===== src/hdl/c8x_pkg.sv =====
// Shared types and constants of the CHIP-8 instruction execute block.
// Used by every module of the block; depends on nothing else.
`timescale 1ns / 1ps
`default_nettype none

package c8x_pkg;

    // Return stack depth and the widths that follow from it.
    localparam int STACK_DEPTH = 16;
    localparam int STK_IDX_W   = (STACK_DEPTH > 1) ? $clog2(STACK_DEPTH) : 1;
    localparam int SP_W        = $clog2(STACK_DEPTH + 1);

    localparam int ADDR_W = 12;
    localparam int INSTR_W = 16;
    localparam int VREG_W = 8;
    localparam int VNUM_W = 4;

    localparam logic [ADDR_W-1:0] ENTRY_RESET = 12'h200;
    localparam logic [VNUM_W-1:0] VF_NUM      = 4'hF;

    // Major opcodes (top nibble of the instruction).
    localparam logic [3:0] OP_JUMP   = 4'h1;
    localparam logic [3:0] OP_CALL   = 4'h2;
    localparam logic [3:0] OP_SEQ_NN = 4'h3;
    localparam logic [3:0] OP_SNE_NN = 4'h4;
    localparam logic [3:0] OP_SEQ_VY = 4'h5;
    localparam logic [3:0] OP_LOAD   = 4'h6;
    localparam logic [3:0] OP_ADD_NN = 4'h7;
    localparam logic [3:0] OP_ALU    = 4'h8;
    localparam logic [3:0] OP_SET_I  = 4'hA;

    // ALU sub-operations (low nibble of 8XYN).
    localparam logic [3:0] ALU_MOV = 4'h0;
    localparam logic [3:0] ALU_OR  = 4'h1;
    localparam logic [3:0] ALU_AND = 4'h2;
    localparam logic [3:0] ALU_XOR = 4'h3;
    localparam logic [3:0] ALU_ADD = 4'h4;
    localparam logic [3:0] ALU_SUB = 4'h5;

    typedef enum logic [1:0] {
        ST_OK       = 2'd0,
        ST_UNIMPL   = 2'd1,
        ST_OVERFLOW = 2'd2
    } t_status;

    // Write request into the V register memory.
    typedef struct packed {
        logic              en;
        logic [VNUM_W-1:0] addr;
        logic [VREG_W-1:0] data;
    } t_vwr;

    // Outcome of executing one instruction.
    typedef struct packed {
        logic [ADDR_W-1:0] next_pc;
        logic [ADDR_W-1:0] index_value;
        logic              reg_written;
        logic [VNUM_W-1:0] reg_number;
        logic [VREG_W-1:0] reg_value;
        logic              flag_written;
        logic              flag_value;
        t_status           status;
        logic              push;
    } t_exec;

endpackage

`default_nettype wire


===== src/hdl/chip8_instruction_execute.sv =====
// Top level of the CHIP-8 instruction execute block.
// Depends on c8x_pkg, c8x_regfile, c8x_stack and c8x_exec.
`timescale 1ns / 1ps
`default_nettype none

// Channel       Direction  Handshake                 Payload
// instruction   in         i_valid / o_stall         i_instruction
// result        out        o_valid / i_stall         o_next_pc ... o_status
// config        in         i_cfg_valid / o_cfg_ready i_cfg_data (entry address)
//
// For each instruction, the acceptance edge issues the VX and VY reads to the
// register memory, and the edge at which the execute stage fires executes,
// writes back and loads the result register. A new instruction is accepted
// every cycle unless a result stall holds it back; the read-after-write case
// is served by the memory's bypass of its latest write. Reset is synchronous
// and active low; it clears the pointer, the index and the register valid
// bits and returns the entry address to its default of 0x200, and the program
// counter takes the entry address as it leaves reset. A stall on the result
// side holds the executing instruction, which in turn stalls input.

module chip8_instruction_execute (
    input  wire logic                        i_clk,
    input  wire logic                        i_rst_n,
    // Instruction channel.
    input  wire logic                        i_valid,
    output logic                             o_stall,
    input  wire logic [c8x_pkg::INSTR_W-1:0] i_instruction,
    // Result channel.
    output logic                             o_valid,
    input  wire logic                        i_stall,
    output logic      [c8x_pkg::ADDR_W-1:0]  o_next_pc,
    output logic      [c8x_pkg::ADDR_W-1:0]  o_index_value,
    output logic                             o_reg_written,
    output logic      [c8x_pkg::VNUM_W-1:0]  o_reg_number,
    output logic      [c8x_pkg::VREG_W-1:0]  o_reg_value,
    output logic                             o_flag_written,
    output logic                             o_flag_value,
    output logic      [1:0]                  o_status,
    // Configuration channel.
    input  wire logic                        i_cfg_valid,
    output logic                             o_cfg_ready,
    input  wire logic [c8x_pkg::ADDR_W-1:0]  i_cfg_data
);
    import c8x_pkg::*;

    // Handshake terms.
    logic accept;
    logic s1_adv;
    logic s1_fire;

    // Architectural state kept in flip-flops.
    logic [ADDR_W-1:0] r_entry;
    logic              r_boot;
    logic [ADDR_W-1:0] r_pc;
    logic [ADDR_W-1:0] r_index;
    logic [VREG_W-1:0] r_vf;

    // Execute stage.
    logic               r_s1_valid;
    logic [INSTR_W-1:0] r_s1_instr;
    logic [VREG_W-1:0]  mem_vx;
    logic [VREG_W-1:0]  mem_vy;
    logic [VREG_W-1:0]  vx;
    logic [VREG_W-1:0]  vy;
    logic               stack_full;
    t_exec              res;
    t_vwr               vwr;
    logic [VNUM_W-1:0]  s1_x;
    logic [VNUM_W-1:0]  s1_y;

    // Result register.
    logic r_out_valid;
    t_exec r_out;

    assign o_cfg_ready = 1'b1;

    // The execute stage moves on whenever the result register can take it.
    assign s1_adv  = !r_out_valid || !i_stall;
    assign s1_fire = r_s1_valid && s1_adv;
    assign o_stall = r_s1_valid && !s1_adv;
    assign accept  = i_valid && !o_stall;

    assign s1_x = r_s1_instr[11:8];
    assign s1_y = r_s1_instr[7:4];

    // VF lives in a flip-flop so a flag op can update it alongside VX.
    assign vx = (s1_x == VF_NUM) ? r_vf : mem_vx;
    assign vy = (s1_y == VF_NUM) ? r_vf : mem_vy;

    c8x_regfile u_regfile (
        .i_clk   (i_clk),
        .i_rst_n (i_rst_n),
        .i_rd_en (accept),
        .i_rd_x  (i_instruction[11:8]),
        .i_rd_y  (i_instruction[7:4]),
        .i_wr    (vwr),
        .o_vx    (mem_vx),
        .o_vy    (mem_vy)
    );

    c8x_stack u_stack (
        .i_clk       (i_clk),
        .i_rst_n     (i_rst_n),
        .i_push      (s1_fire && res.push),
        .i_push_addr (r_pc),
        .o_full      (stack_full)
    );

    c8x_exec u_exec (
        .i_instr      (r_s1_instr),
        .i_vx         (vx),
        .i_vy         (vy),
        .i_pc         (r_pc),
        .i_index      (r_index),
        .i_stack_full (stack_full),
        .o_res        (res)
    );

    // Writes of V0..VE go to the memory; writes of VF stay in r_vf.
    always_comb begin
        vwr.en   = s1_fire && res.reg_written && (s1_x != VF_NUM);
        vwr.addr = s1_x;
        vwr.data = res.reg_value;
    end

    always_ff @(posedge i_clk) begin
        if (accept) begin
            r_s1_instr <= i_instruction;
        end
    end

    always_ff @(posedge i_clk) begin
        if (!i_rst_n) begin
            r_s1_valid <= 1'b0;
        end else if (accept) begin
            r_s1_valid <= 1'b1;
        end else if (s1_fire) begin
            r_s1_valid <= 1'b0;
        end
    end

    // The entry address only matters at reset; the counter loads it once.
    always_ff @(posedge i_clk) begin
        if (!i_rst_n) begin
            r_entry <= ENTRY_RESET;
            r_boot  <= 1'b1;
            r_pc    <= ENTRY_RESET;
            r_index <= '0;
            r_vf    <= '0;
        end else begin
            if (i_cfg_valid && o_cfg_ready) begin
                r_entry <= i_cfg_data;
            end
            if (r_boot) begin
                r_boot <= 1'b0;
                r_pc   <= r_entry;
            end else if (s1_fire) begin
                r_pc <= res.next_pc;
            end
            if (s1_fire) begin
                r_index <= res.index_value;
                // A write of VF as the destination overrides the flag.
                if (res.reg_written && (s1_x == VF_NUM)) begin
                    r_vf <= res.reg_value;
                end else if (res.flag_written) begin
                    r_vf <= {{(VREG_W-1){1'b0}}, res.flag_value};
                end
            end
        end
    end

    always_ff @(posedge i_clk) begin
        if (!i_rst_n) begin
            r_out_valid <= 1'b0;
        end else if (s1_fire) begin
            r_out_valid <= 1'b1;
        end else if (!i_stall) begin
            r_out_valid <= 1'b0;
        end
    end

    always_ff @(posedge i_clk) begin
        if (s1_fire) begin
            r_out <= res;
        end
    end

    assign o_valid        = r_out_valid;
    assign o_next_pc      = r_out.next_pc;
    assign o_index_value  = r_out.index_value;
    assign o_reg_written  = r_out.reg_written;
    assign o_reg_number   = r_out.reg_number;
    assign o_reg_value    = r_out.reg_value;
    assign o_flag_written = r_out.flag_written;
    assign o_flag_value   = r_out.flag_value;
    assign o_status       = r_out.status;

endmodule

`default_nettype wire


===== src/hdl/c8x_regfile.sv =====
// V0..VE register memory: two synchronous read ports, one write port,
// reset-cleared valid bits and a bypass of the latest write. Uses c8x_pkg.
`timescale 1ns / 1ps
`default_nettype none

module c8x_regfile (
    input  wire logic                      i_clk,
    input  wire logic                      i_rst_n,
    input  wire logic                      i_rd_en,
    input  wire logic [c8x_pkg::VNUM_W-1:0] i_rd_x,
    input  wire logic [c8x_pkg::VNUM_W-1:0] i_rd_y,
    input  wire c8x_pkg::t_vwr             i_wr,
    output logic      [c8x_pkg::VREG_W-1:0] o_vx,
    output logic      [c8x_pkg::VREG_W-1:0] o_vy
);
    import c8x_pkg::*;

    localparam int DEPTH = 1 << VNUM_W;

    logic [VREG_W-1:0] r_mem [DEPTH];
    logic [VREG_W-1:0] r_rd_x_data;
    logic [VREG_W-1:0] r_rd_y_data;
    logic [VNUM_W-1:0] r_addr_x;
    logic [VNUM_W-1:0] r_addr_y;
    logic [DEPTH-1:0]  r_vld;
    logic              r_fwd_vld;
    logic [VNUM_W-1:0] r_fwd_addr;
    logic [VREG_W-1:0] r_fwd_data;

    always_ff @(posedge i_clk) begin
        if (i_wr.en) begin
            r_mem[i_wr.addr] <= i_wr.data;
        end
    end

    always_ff @(posedge i_clk) begin
        if (i_rd_en) begin
            r_rd_x_data <= r_mem[i_rd_x];
            r_rd_y_data <= r_mem[i_rd_y];
            r_addr_x    <= i_rd_x;
            r_addr_y    <= i_rd_y;
        end
        if (i_wr.en) begin
            r_fwd_addr <= i_wr.addr;
            r_fwd_data <= i_wr.data;
        end
    end

    always_ff @(posedge i_clk) begin
        if (!i_rst_n) begin
            r_vld     <= '0;
            r_fwd_vld <= 1'b0;
        end else if (i_wr.en) begin
            r_vld[i_wr.addr] <= 1'b1;
            r_fwd_vld        <= 1'b1;
        end
    end

    // The latest write always wins; it covers a write made at the read edge.
    always_comb begin
        if (r_fwd_vld && (r_fwd_addr == r_addr_x)) begin
            o_vx = r_fwd_data;
        end else if (r_vld[r_addr_x]) begin
            o_vx = r_rd_x_data;
        end else begin
            o_vx = '0;
        end
        if (r_fwd_vld && (r_fwd_addr == r_addr_y)) begin
            o_vy = r_fwd_data;
        end else if (r_vld[r_addr_y]) begin
            o_vy = r_rd_y_data;
        end else begin
            o_vy = '0;
        end
    end

endmodule

`default_nettype wire


===== src/hdl/c8x_stack.sv =====
// Return stack memory and stack pointer of the execute block.
// Uses c8x_pkg for the depth and address widths.
`timescale 1ns / 1ps
`default_nettype none

module c8x_stack (
    input  wire logic                      i_clk,
    input  wire logic                      i_rst_n,
    input  wire logic                      i_push,
    input  wire logic [c8x_pkg::ADDR_W-1:0] i_push_addr,
    output logic                           o_full
);
    import c8x_pkg::*;

    logic [ADDR_W-1:0] r_stack [STACK_DEPTH];
    logic [SP_W-1:0]   r_sp;

    assign o_full = (r_sp >= SP_W'(STACK_DEPTH));

    always_ff @(posedge i_clk) begin
        if (i_push) begin
            r_stack[r_sp[STK_IDX_W-1:0]] <= i_push_addr;
        end
    end

    always_ff @(posedge i_clk) begin
        if (!i_rst_n) begin
            r_sp <= '0;
        end else if (i_push) begin
            r_sp <= r_sp + SP_W'(1);
        end
    end

endmodule

`default_nettype wire


===== src/hdl/c8x_exec.sv =====
// Combinational execute step: decodes one instruction against its operands.
// Uses c8x_pkg for opcodes, status codes and the result struct.
`timescale 1ns / 1ps
`default_nettype none

module c8x_exec (
    input  wire logic [c8x_pkg::INSTR_W-1:0] i_instr,
    input  wire logic [c8x_pkg::VREG_W-1:0]  i_vx,
    input  wire logic [c8x_pkg::VREG_W-1:0]  i_vy,
    input  wire logic [c8x_pkg::ADDR_W-1:0]  i_pc,
    input  wire logic [c8x_pkg::ADDR_W-1:0]  i_index,
    input  wire logic                        i_stack_full,
    output c8x_pkg::t_exec                   o_res
);
    import c8x_pkg::*;

    logic [3:0]        op;
    logic [3:0]        sub;
    logic [7:0]        nn;
    logic [ADDR_W-1:0] nnn;
    logic [ADDR_W-1:0] pc_2;
    logic [ADDR_W-1:0] pc_4;
    logic [VREG_W:0]   sum;
    logic [VREG_W-1:0] diff;

    assign op   = i_instr[15:12];
    assign sub  = i_instr[3:0];
    assign nn   = i_instr[7:0];
    assign nnn  = i_instr[11:0];
    assign pc_2 = i_pc + ADDR_W'(2);
    assign pc_4 = i_pc + ADDR_W'(4);
    assign sum  = {1'b0, i_vx} + {1'b0, i_vy};
    assign diff = i_vx - i_vy;

    always_comb begin
        o_res              = '0;
        o_res.next_pc      = i_pc;
        o_res.index_value  = i_index;
        o_res.status       = ST_OK;
        unique case (op)
            OP_JUMP: begin
                o_res.next_pc = nnn;
            end
            OP_CALL: begin
                if (i_stack_full) begin
                    o_res.status = ST_OVERFLOW;
                end else begin
                    o_res.push    = 1'b1;
                    o_res.next_pc = nnn;
                end
            end
            OP_SEQ_NN: o_res.next_pc = (i_vx == nn) ? pc_4 : pc_2;
            OP_SNE_NN: o_res.next_pc = (i_vx != nn) ? pc_4 : pc_2;
            OP_SEQ_VY: o_res.next_pc = (i_vx == i_vy) ? pc_4 : pc_2;
            OP_LOAD: begin
                o_res.reg_written = 1'b1;
                o_res.reg_value   = nn;
                o_res.next_pc     = pc_2;
            end
            OP_ADD_NN: begin
                o_res.reg_written = 1'b1;
                o_res.reg_value   = i_vx + nn;
                o_res.next_pc     = pc_2;
            end
            OP_ALU: begin
                o_res.next_pc     = pc_2;
                o_res.reg_written = 1'b1;
                unique case (sub)
                    ALU_MOV: o_res.reg_value = i_vy;
                    ALU_OR:  o_res.reg_value = i_vx | i_vy;
                    ALU_AND: o_res.reg_value = i_vx & i_vy;
                    ALU_XOR: o_res.reg_value = i_vx ^ i_vy;
                    ALU_ADD: begin
                        o_res.reg_value    = sum[VREG_W-1:0];
                        o_res.flag_written = 1'b1;
                        o_res.flag_value   = sum[VREG_W];
                    end
                    ALU_SUB: begin
                        o_res.reg_value    = diff;
                        o_res.flag_written = 1'b1;
                        o_res.flag_value   = (i_vx >= i_vy);
                    end
                    default: begin
                        o_res.reg_written = 1'b0;
                        o_res.next_pc     = i_pc;
                        o_res.status      = ST_UNIMPL;
                    end
                endcase
            end
            OP_SET_I: begin
                o_res.index_value = nnn;
                o_res.next_pc     = pc_2;
            end
            default: o_res.status = ST_UNIMPL;
        endcase
        // The register number is reported only when a register is written.
        if (o_res.reg_written) begin
            o_res.reg_number = i_instr[11:8];
        end
    end

endmodule

`default_nettype wire


===== config.mk =====
export PLATFORM = sky130hd
export DESIGN_NAME = chip8_instruction_execute
export DESIGN_NICKNAME = d
export VERILOG_FILES = /design/src/hdl/c8x_pkg.sv /design/src/hdl/chip8_instruction_execute.sv /design/src/hdl/c8x_regfile.sv /design/src/hdl/c8x_stack.sv /design/src/hdl/c8x_exec.sv
export SDC_FILE = /design/constraint.sdc
export NUM_CORES = 1
export LEC_CHECK = 0
export BUFFER_PORTS_ARGS = -buffer_cell sky130_fd_sc_hd__buf_2
export CORE_ASPECT_RATIO = 1.4
export CORE_MARGIN = 4
export CORE_UTILIZATION = 40
export CTS_CLUSTER_DIAMETER = 30
export DETAILED_ROUTE_END_ITERATION = 7
export GPL_ROUTABILITY_DRIVEN = 0
export PLACE_DENSITY = 0.55
export SYNTH_ARGS = -nofsm -noshare
export SYNTH_HDL_FRONTEND = slang
export SYNTH_SLANG_ARGS = --single-unit

===== constraint.sdc =====
create_clock -name i_clk -period 6.4 [get_ports i_clk]
set_clock_uncertainty 0.2 [all_clocks]
set_input_delay 0.32 -clock i_clk [delete_from_list [all_inputs] [get_ports i_clk]]
set_output_delay 0.32 -clock i_clk [all_outputs]
set_load 0.02 [all_outputs]

**Word level (Yosys, flattened, before mapping)**

Memories as Yosys holds them, arrays and structs flattened. A register that Yosys moved wholly into a read port is not among the register bits.
Cells that the tools add are included.

- Memory bits (writable): 128
- Register bits: 146
- Memories kept: 1
- Word-level logic and storage cells: 128
- Output and inout bits: 44
- Bits of input ports: 33

Memories:

| name | words | bits a word | rd ports | clocked after memory_dff | wr ports | line | source |
|---|---|---|---|---|---|---|---|
| u_regfile.r_mem | 16 | 8 | 2 | 2 | 1 | c8x_regfile.sv:20 | `logic [VREG_W-1:0] r_mem [DEPTH];` |

- Reduce and logical (&&, ||, !) cells: 24
- Bitwise operators: 4
- Muxes and demuxes: 41
- Order comparisons: 6
- Add/sub/neg operators: 6
- Equality and inequality tests: 23

Operator list:

| kind | number |
|---|---|
| 12-bit two-way mux | 8 |
| 12-bit one-hot mux with 7 select lines | 1 |
| 8-bit two-way mux | 8 |
| 8-bit one-hot mux with 6 select lines | 1 |
| 4-bit by 3-bit == test with 1-bit output, second input constant | 6 |
| 8-bit one-hot mux with 3 select lines | 1 |
| 4-bit by 2-bit == test with 1-bit output, second input constant | 4 |
| 4-bit == test, second input constant | 4 |
| 8-bit == test | 2 |
| 16-bit bitwise OR | 1 |
| 4-bit by 5-bit < comparator with 1-bit output, second input constant | 3 |
| 1-bit two-way mux | 14 |
| 12-bit by 2-bit adder with 12-bit output, second input constant | 1 |
| 12-bit by 3-bit adder with 12-bit output, second input constant | 1 |
| 1-bit logical AND | 10 |
| 8-bit by 8-bit adder with 9-bit output | 1 |
| 8-bit adder | 1 |
| 8-bit bitwise AND | 1 |
| 1-bit binary-select mux with 4-bit select | 2 |
| 4-bit by 1-bit == test with 1-bit output, second input constant | 2 |
| 4-bit == test | 2 |
| 8-bit greater-or-equal comparator | 1 |
| 8-bit inequality test | 1 |
| 8-bit bitwise OR | 1 |
| 21 further kinds | 27 |

**Longest topological paths before layout**

- Depth after elaboration: 10
- Gate-level depth with buffers: 21
- Mapped depth without buffers: 19

**Hierarchy**

A second synthesis with hierarchy kept.

- Cells, all modules: 1088
- Area total of the unflattened synthesis: 14943.1 µm²

By module, submodules not included:

| module | cells an instance | times used | sequential area each (µm²) | area an instance (µm²) |
|---|---|---|---|---|
| c8x_regfile | 383 | 1 | 5265.0 | 8245.4 |
| chip8_instruction_execute | 287 | 1 | 2652.5 | 3703.6 |
| c8x_exec | 393 | 1 | 0.0 | 2750.1 |
| c8x_stack | 25 | 1 | 100.1 | 244.0 |

**Worst setup path after synthesis**

No wires, ideal clock.

- Path type: flip-flop to flip-flop
- From: register r_s1_instr[6]
- To: register r_out (netlist bit o_next_pc[4]) (data pin)
- Period minus slack after synthesis: 4.736 ns
- Library setup time: 0.264 ns
- Slack: 1.664 ns
- Data arrival time: 4.271 ns
- Stages on the path, launching flop included: 19
- Data required time: 5.936 ns
- Buffers on the path: 3
- Path through: edfxtp_1 clkbuf_1 xor2_1 nor4_1 clkbuf_1 nand2_1 a31oi_1 ha_1 clkbuf_1 or4_1 nor2_1 o211a_2 nor2_1 o21ai_1 o31ai_1 a221o_1 a21oi_1 a21oi_1 a2bb2oi_1

RTL lines:

| element | line | source |
|---|---|---|
| start: declaration | chip8_instruction_execute.sv:60 | `logic [INSTR_W-1:0] r_s1_instr;` |
| start signal: assignment | chip8_instruction_execute.sv:128 | `r_s1_instr <= i_instruction;` |
| end signal: assignment | chip8_instruction_execute.sv:184 | `r_out <= res;` |
| end: declaration | chip8_instruction_execute.sv:73 | `t_exec r_out;` |

==> summary.md <==
| Metric | Value |
|---|---|
| Final Net Count | `1377` |
| Asr flop ratio synth | `0` |
| Syn. warnings | `0` |
| Clk slew on worst S/H paths | `0.06 ns` |
| Peak Freq | `0.182 GHz` |
| Kind of critical path | `reg2reg` |
| Core area | `36000 um^2` |
| CP arrival | `5.60 ns` |
| Slowest stage delay, CP | `0.75 ns` |
| CP startpoint kind | `flip-flop` |
| Grt met2 use | `0.356` |
| Fin crit share | `0.858` |
| Via-per-instance ratio | `5.67` |
| Dpl cell area | `15600 um^2` |
| Critical Path Fanout Max | `18` |
| Ports | `77` |
| Die boundary height | `235 um` |
| Gr busiest metal | `met2` |
| Final count of hold timing violations | `0` |
| Largest area contributor in the netlist | `edfxtp_1` |
| Post-CTS setup buffers | `0` |
| Drt wl/cell | `21.9 um` |
| Number of enable flip-flop cells after synthesis | `213` |
| Slew headroom | `0.191` |
| Status | `finished clean` |
| Final wirelength | `39.8 mm` |
| Reg2reg path depth | `16` |
| Clock buffer depth | `3` |
| #FFs+latches synth | `282` |
| Worst path depth | `16` |
| M3 GR Usage | `0.0288` |
| Initial antenna violation count | `0` |
| Vias in the first global route | `10400` |
| Layout cells sized above 1 | `0.241` |
| Leak | `0.00673 uW` |
| Period minus WS final | `5.49 ns` |
| Pwr/cell area | `294 nW/um^2` |
| Synthesized area per cell | `12.4 um^2` |
| Cell family with most CP delay | `compound AO/OA/AOI/OAI gates` |
| Yosys cell types | `80` |
| Global-route wire length before repair | `61.6 mm` |
| Syn-to-layout area delta | `20.5%` |
| GRT Util Overall | `0.199` |
| Num rows | `82` |
| CP Capture Type | `flip-flop` |
| Final Instance Area | `17700 um^2` |
| Setup TNS Final | `0 ns` |
| Worst Path Required | `6.51 ns` |
| Pins Over Slew Limit | `0` |
| Buffers plus inverters on the worst setup path | `0` |
| Clk_lat worst skew | `0.57 ns` |
| Layout filler cell count | `3139` |
| CTS Sinks | `282` |
| Die area | `39900 um^2` |
| Post-Syn Instances | `1187` |
| First DRT Iteration DRCs | `670` |
| Worst slew pin tran | `1.21 ns` |
| RSZ-0062 raised after global routing | `no` |
| Port bufs | `75` |
| Root Buffer | `clkbuf_16` |
| Antenna Nets Post-Route | `0` |
| N_diodes | `0` |
| Die Width | `170 um` |
| CTS resizes | `0` |
| Peak supply drop | `0.000300 V` |
| Initial core utilization | `0.407` |
| TritonCTS clock tree | `yes` |
| Synth top area share | `0.436` |
| Final-report setup violation count | `0` |
| Final HPWL DP | `26.9 mm` |
| Worst path cell trace | `mux4_2, a22oi_2, nand3_2, and3_1, a21oi_1, a21oi_1, ha_1, nor3_1, o2111ai_1, a311oi_1, a221oi_1, nand2_2, o211ai_2, a221o_2, o21ai_0, o21ai_0` |
| Slowest cell on the critical path | `edfxtp_1` |
| Most used flip-flop cell after synthesis | `edfxtp_1` |
| Sequential area share after synthesis | `0.530` |
| Largest net degree at the start of global routing | `66` |
| FF-to-FF setup slack | `0.91 ns` |
| CTS Buf Count | `51` |
| DRT Pass-1 Iters | `5` |
| Synth top area cells | `edfxtp_1 44%, mux4_2 14%, dfxtp_1 9.4%, a21oi_1 3.4%, nor2_1 3.1%` |
| Number of remaining DRC errors | `0` |
| Hold Crit Class | `in2reg` |
| Via Count | `10300` |
| Grt total ovfl | `0` |
| H-tree depth | `2` |
| Post-Syn Area | `14700 um^2` |
| M1 GR Usage | `0.241` |
| Hold Path Cell Cnt | `1` |
| Max Cap Violations | `0` |
[registers in the layout, summed over array words and instances (netlist names), 12 cells and up]
signal	count
r_index	12
u_regfile.r_mem	128
o_next_pc	12
o_index_value	12
u_regfile.r_vld	16
r_s1_instr	16
r_pc	12
r_entry	12
[Yosys cell counts, drive strengths merged, types with 14 or more instances]
| cell | instances |
|---|---|
| buf | 24 |
| nand3 | 21 |
| a21oi | 101 |
| edfxtp | 213 |
| mux2i | 33 |
| clkbuf | 52 |
| xnor2 | 18 |
| dfxtp | 69 |
| ha | 34 |
| o21a | 14 |
| nand2 | 101 |
| o21ai | 40 |
| mux4 | 92 |
| nor3 | 19 |
| xor2 | 17 |
| nor2 | 121 |
| inv | 42 |
[worst register-to-register path, cell delays in order, from the launching register on]
cell	delay [ns]
edfxtp_1	0.75
mux4_2	0.60
a22oi_2	0.19
nand3_2	0.25
and3_1	0.27
a21oi_1	0.11
a21oi_1	0.19
ha_1	0.35
nor3_1	0.44
o2111ai_1	0.18
a311oi_1	0.39
a221oi_1	0.20
nand2_2	0.27
o211ai_2	0.16
a221o_2	0.42
o21ai_0	0.17
o21ai_0	0.10
[final timing paths]
path                                        to               from
worst max-delay path             o_next_pc[10]      r_s1_instr[8]
worst min-delay path            r_s1_instr[10]  i_instruction[10]
worst max register to register   o_next_pc[10]      r_s1_instr[8]
worst min register to register      r_index[5]         r_index[5]
[area by class of cell]
type,instances,area [um^2],share of cell area
Timing Repair Buffer,136,898,0.0508
Multi-Input combinational cell,792,6460,0.366
Sequential cell,282,7780,0.440
Tap cell,462,578,0.0327
Clock buffer,58,1370,0.0777
Inverter,44,165,0.00934
Clock inverter,38,422,0.0238
[cells by family after synthesis]
family | count (synthesis) | synth area share
and+or+nand+nor | 323 | 0.0994
muxes | 137 | 0.173
xor gates and xnor gates | 35 | 0.0209
DFF | 282 | 0.530
buffers and inverters | 120 | 0.0321
other | 2 | 0.000512
AOI/OAI and AO/OA | 251 | 0.111
adders and majority gates | 37 | 0.0331
[per-stage QoR]
step | hold slack, ns | setup slack [ns] | util | cells | total power (uW)
final | 0.0156 | 0.910 | 0.491 | 1812 | 5190
after global routing | 0.0219 | 0.388 | 0.491 | 1812 | 5380
after CTS | 0.00502 | 0.939 | 0.491 | 1812 | 5250
after detailed placement | 0.246 | 0.936 | 0.434 | 1690 | 2470
after global placement | 0.239 | 1.06 | 0.434 | 1690 | 2460
after floorplan | 0.219 | 1.66 | - | 1194 | 2340
[report_power, final]
group | internal (uW) | switching, uW
sequential | 2010 | 46.0
combinational | 154 | 228
clock | 1740 | 1010
total | 3910 | 1280
[per-layer routing]
layer / vias to the layer above / part of all wire
li1: 4762 / -
met1: 5101 / 0.38
met2: 327 / 0.54
met3: 78 / 0.046
met4: 0 / 0.035
met5: - / 0
[layout by cell type (no fill, tap or decap), types with 30 or more instances in the layout]
cell type and n:
edfxtp_1 213, nor2_1 120, a21oi_1 101, nand2_1 100, mux4_2 90, buf_2 75
dfxtp_1 69, clkbuf_16 52, inv_1 42, buf_4 35, ha_1 34, mux2i_1 33
o21ai_0 30
[what timing repair did]
item,4_1_cts,5_1_grt
setup endpoints to repair,0,0
hold buffers,26,0
endpoints found under the hold margin,24,0
(Power assumes the default switching activity.)
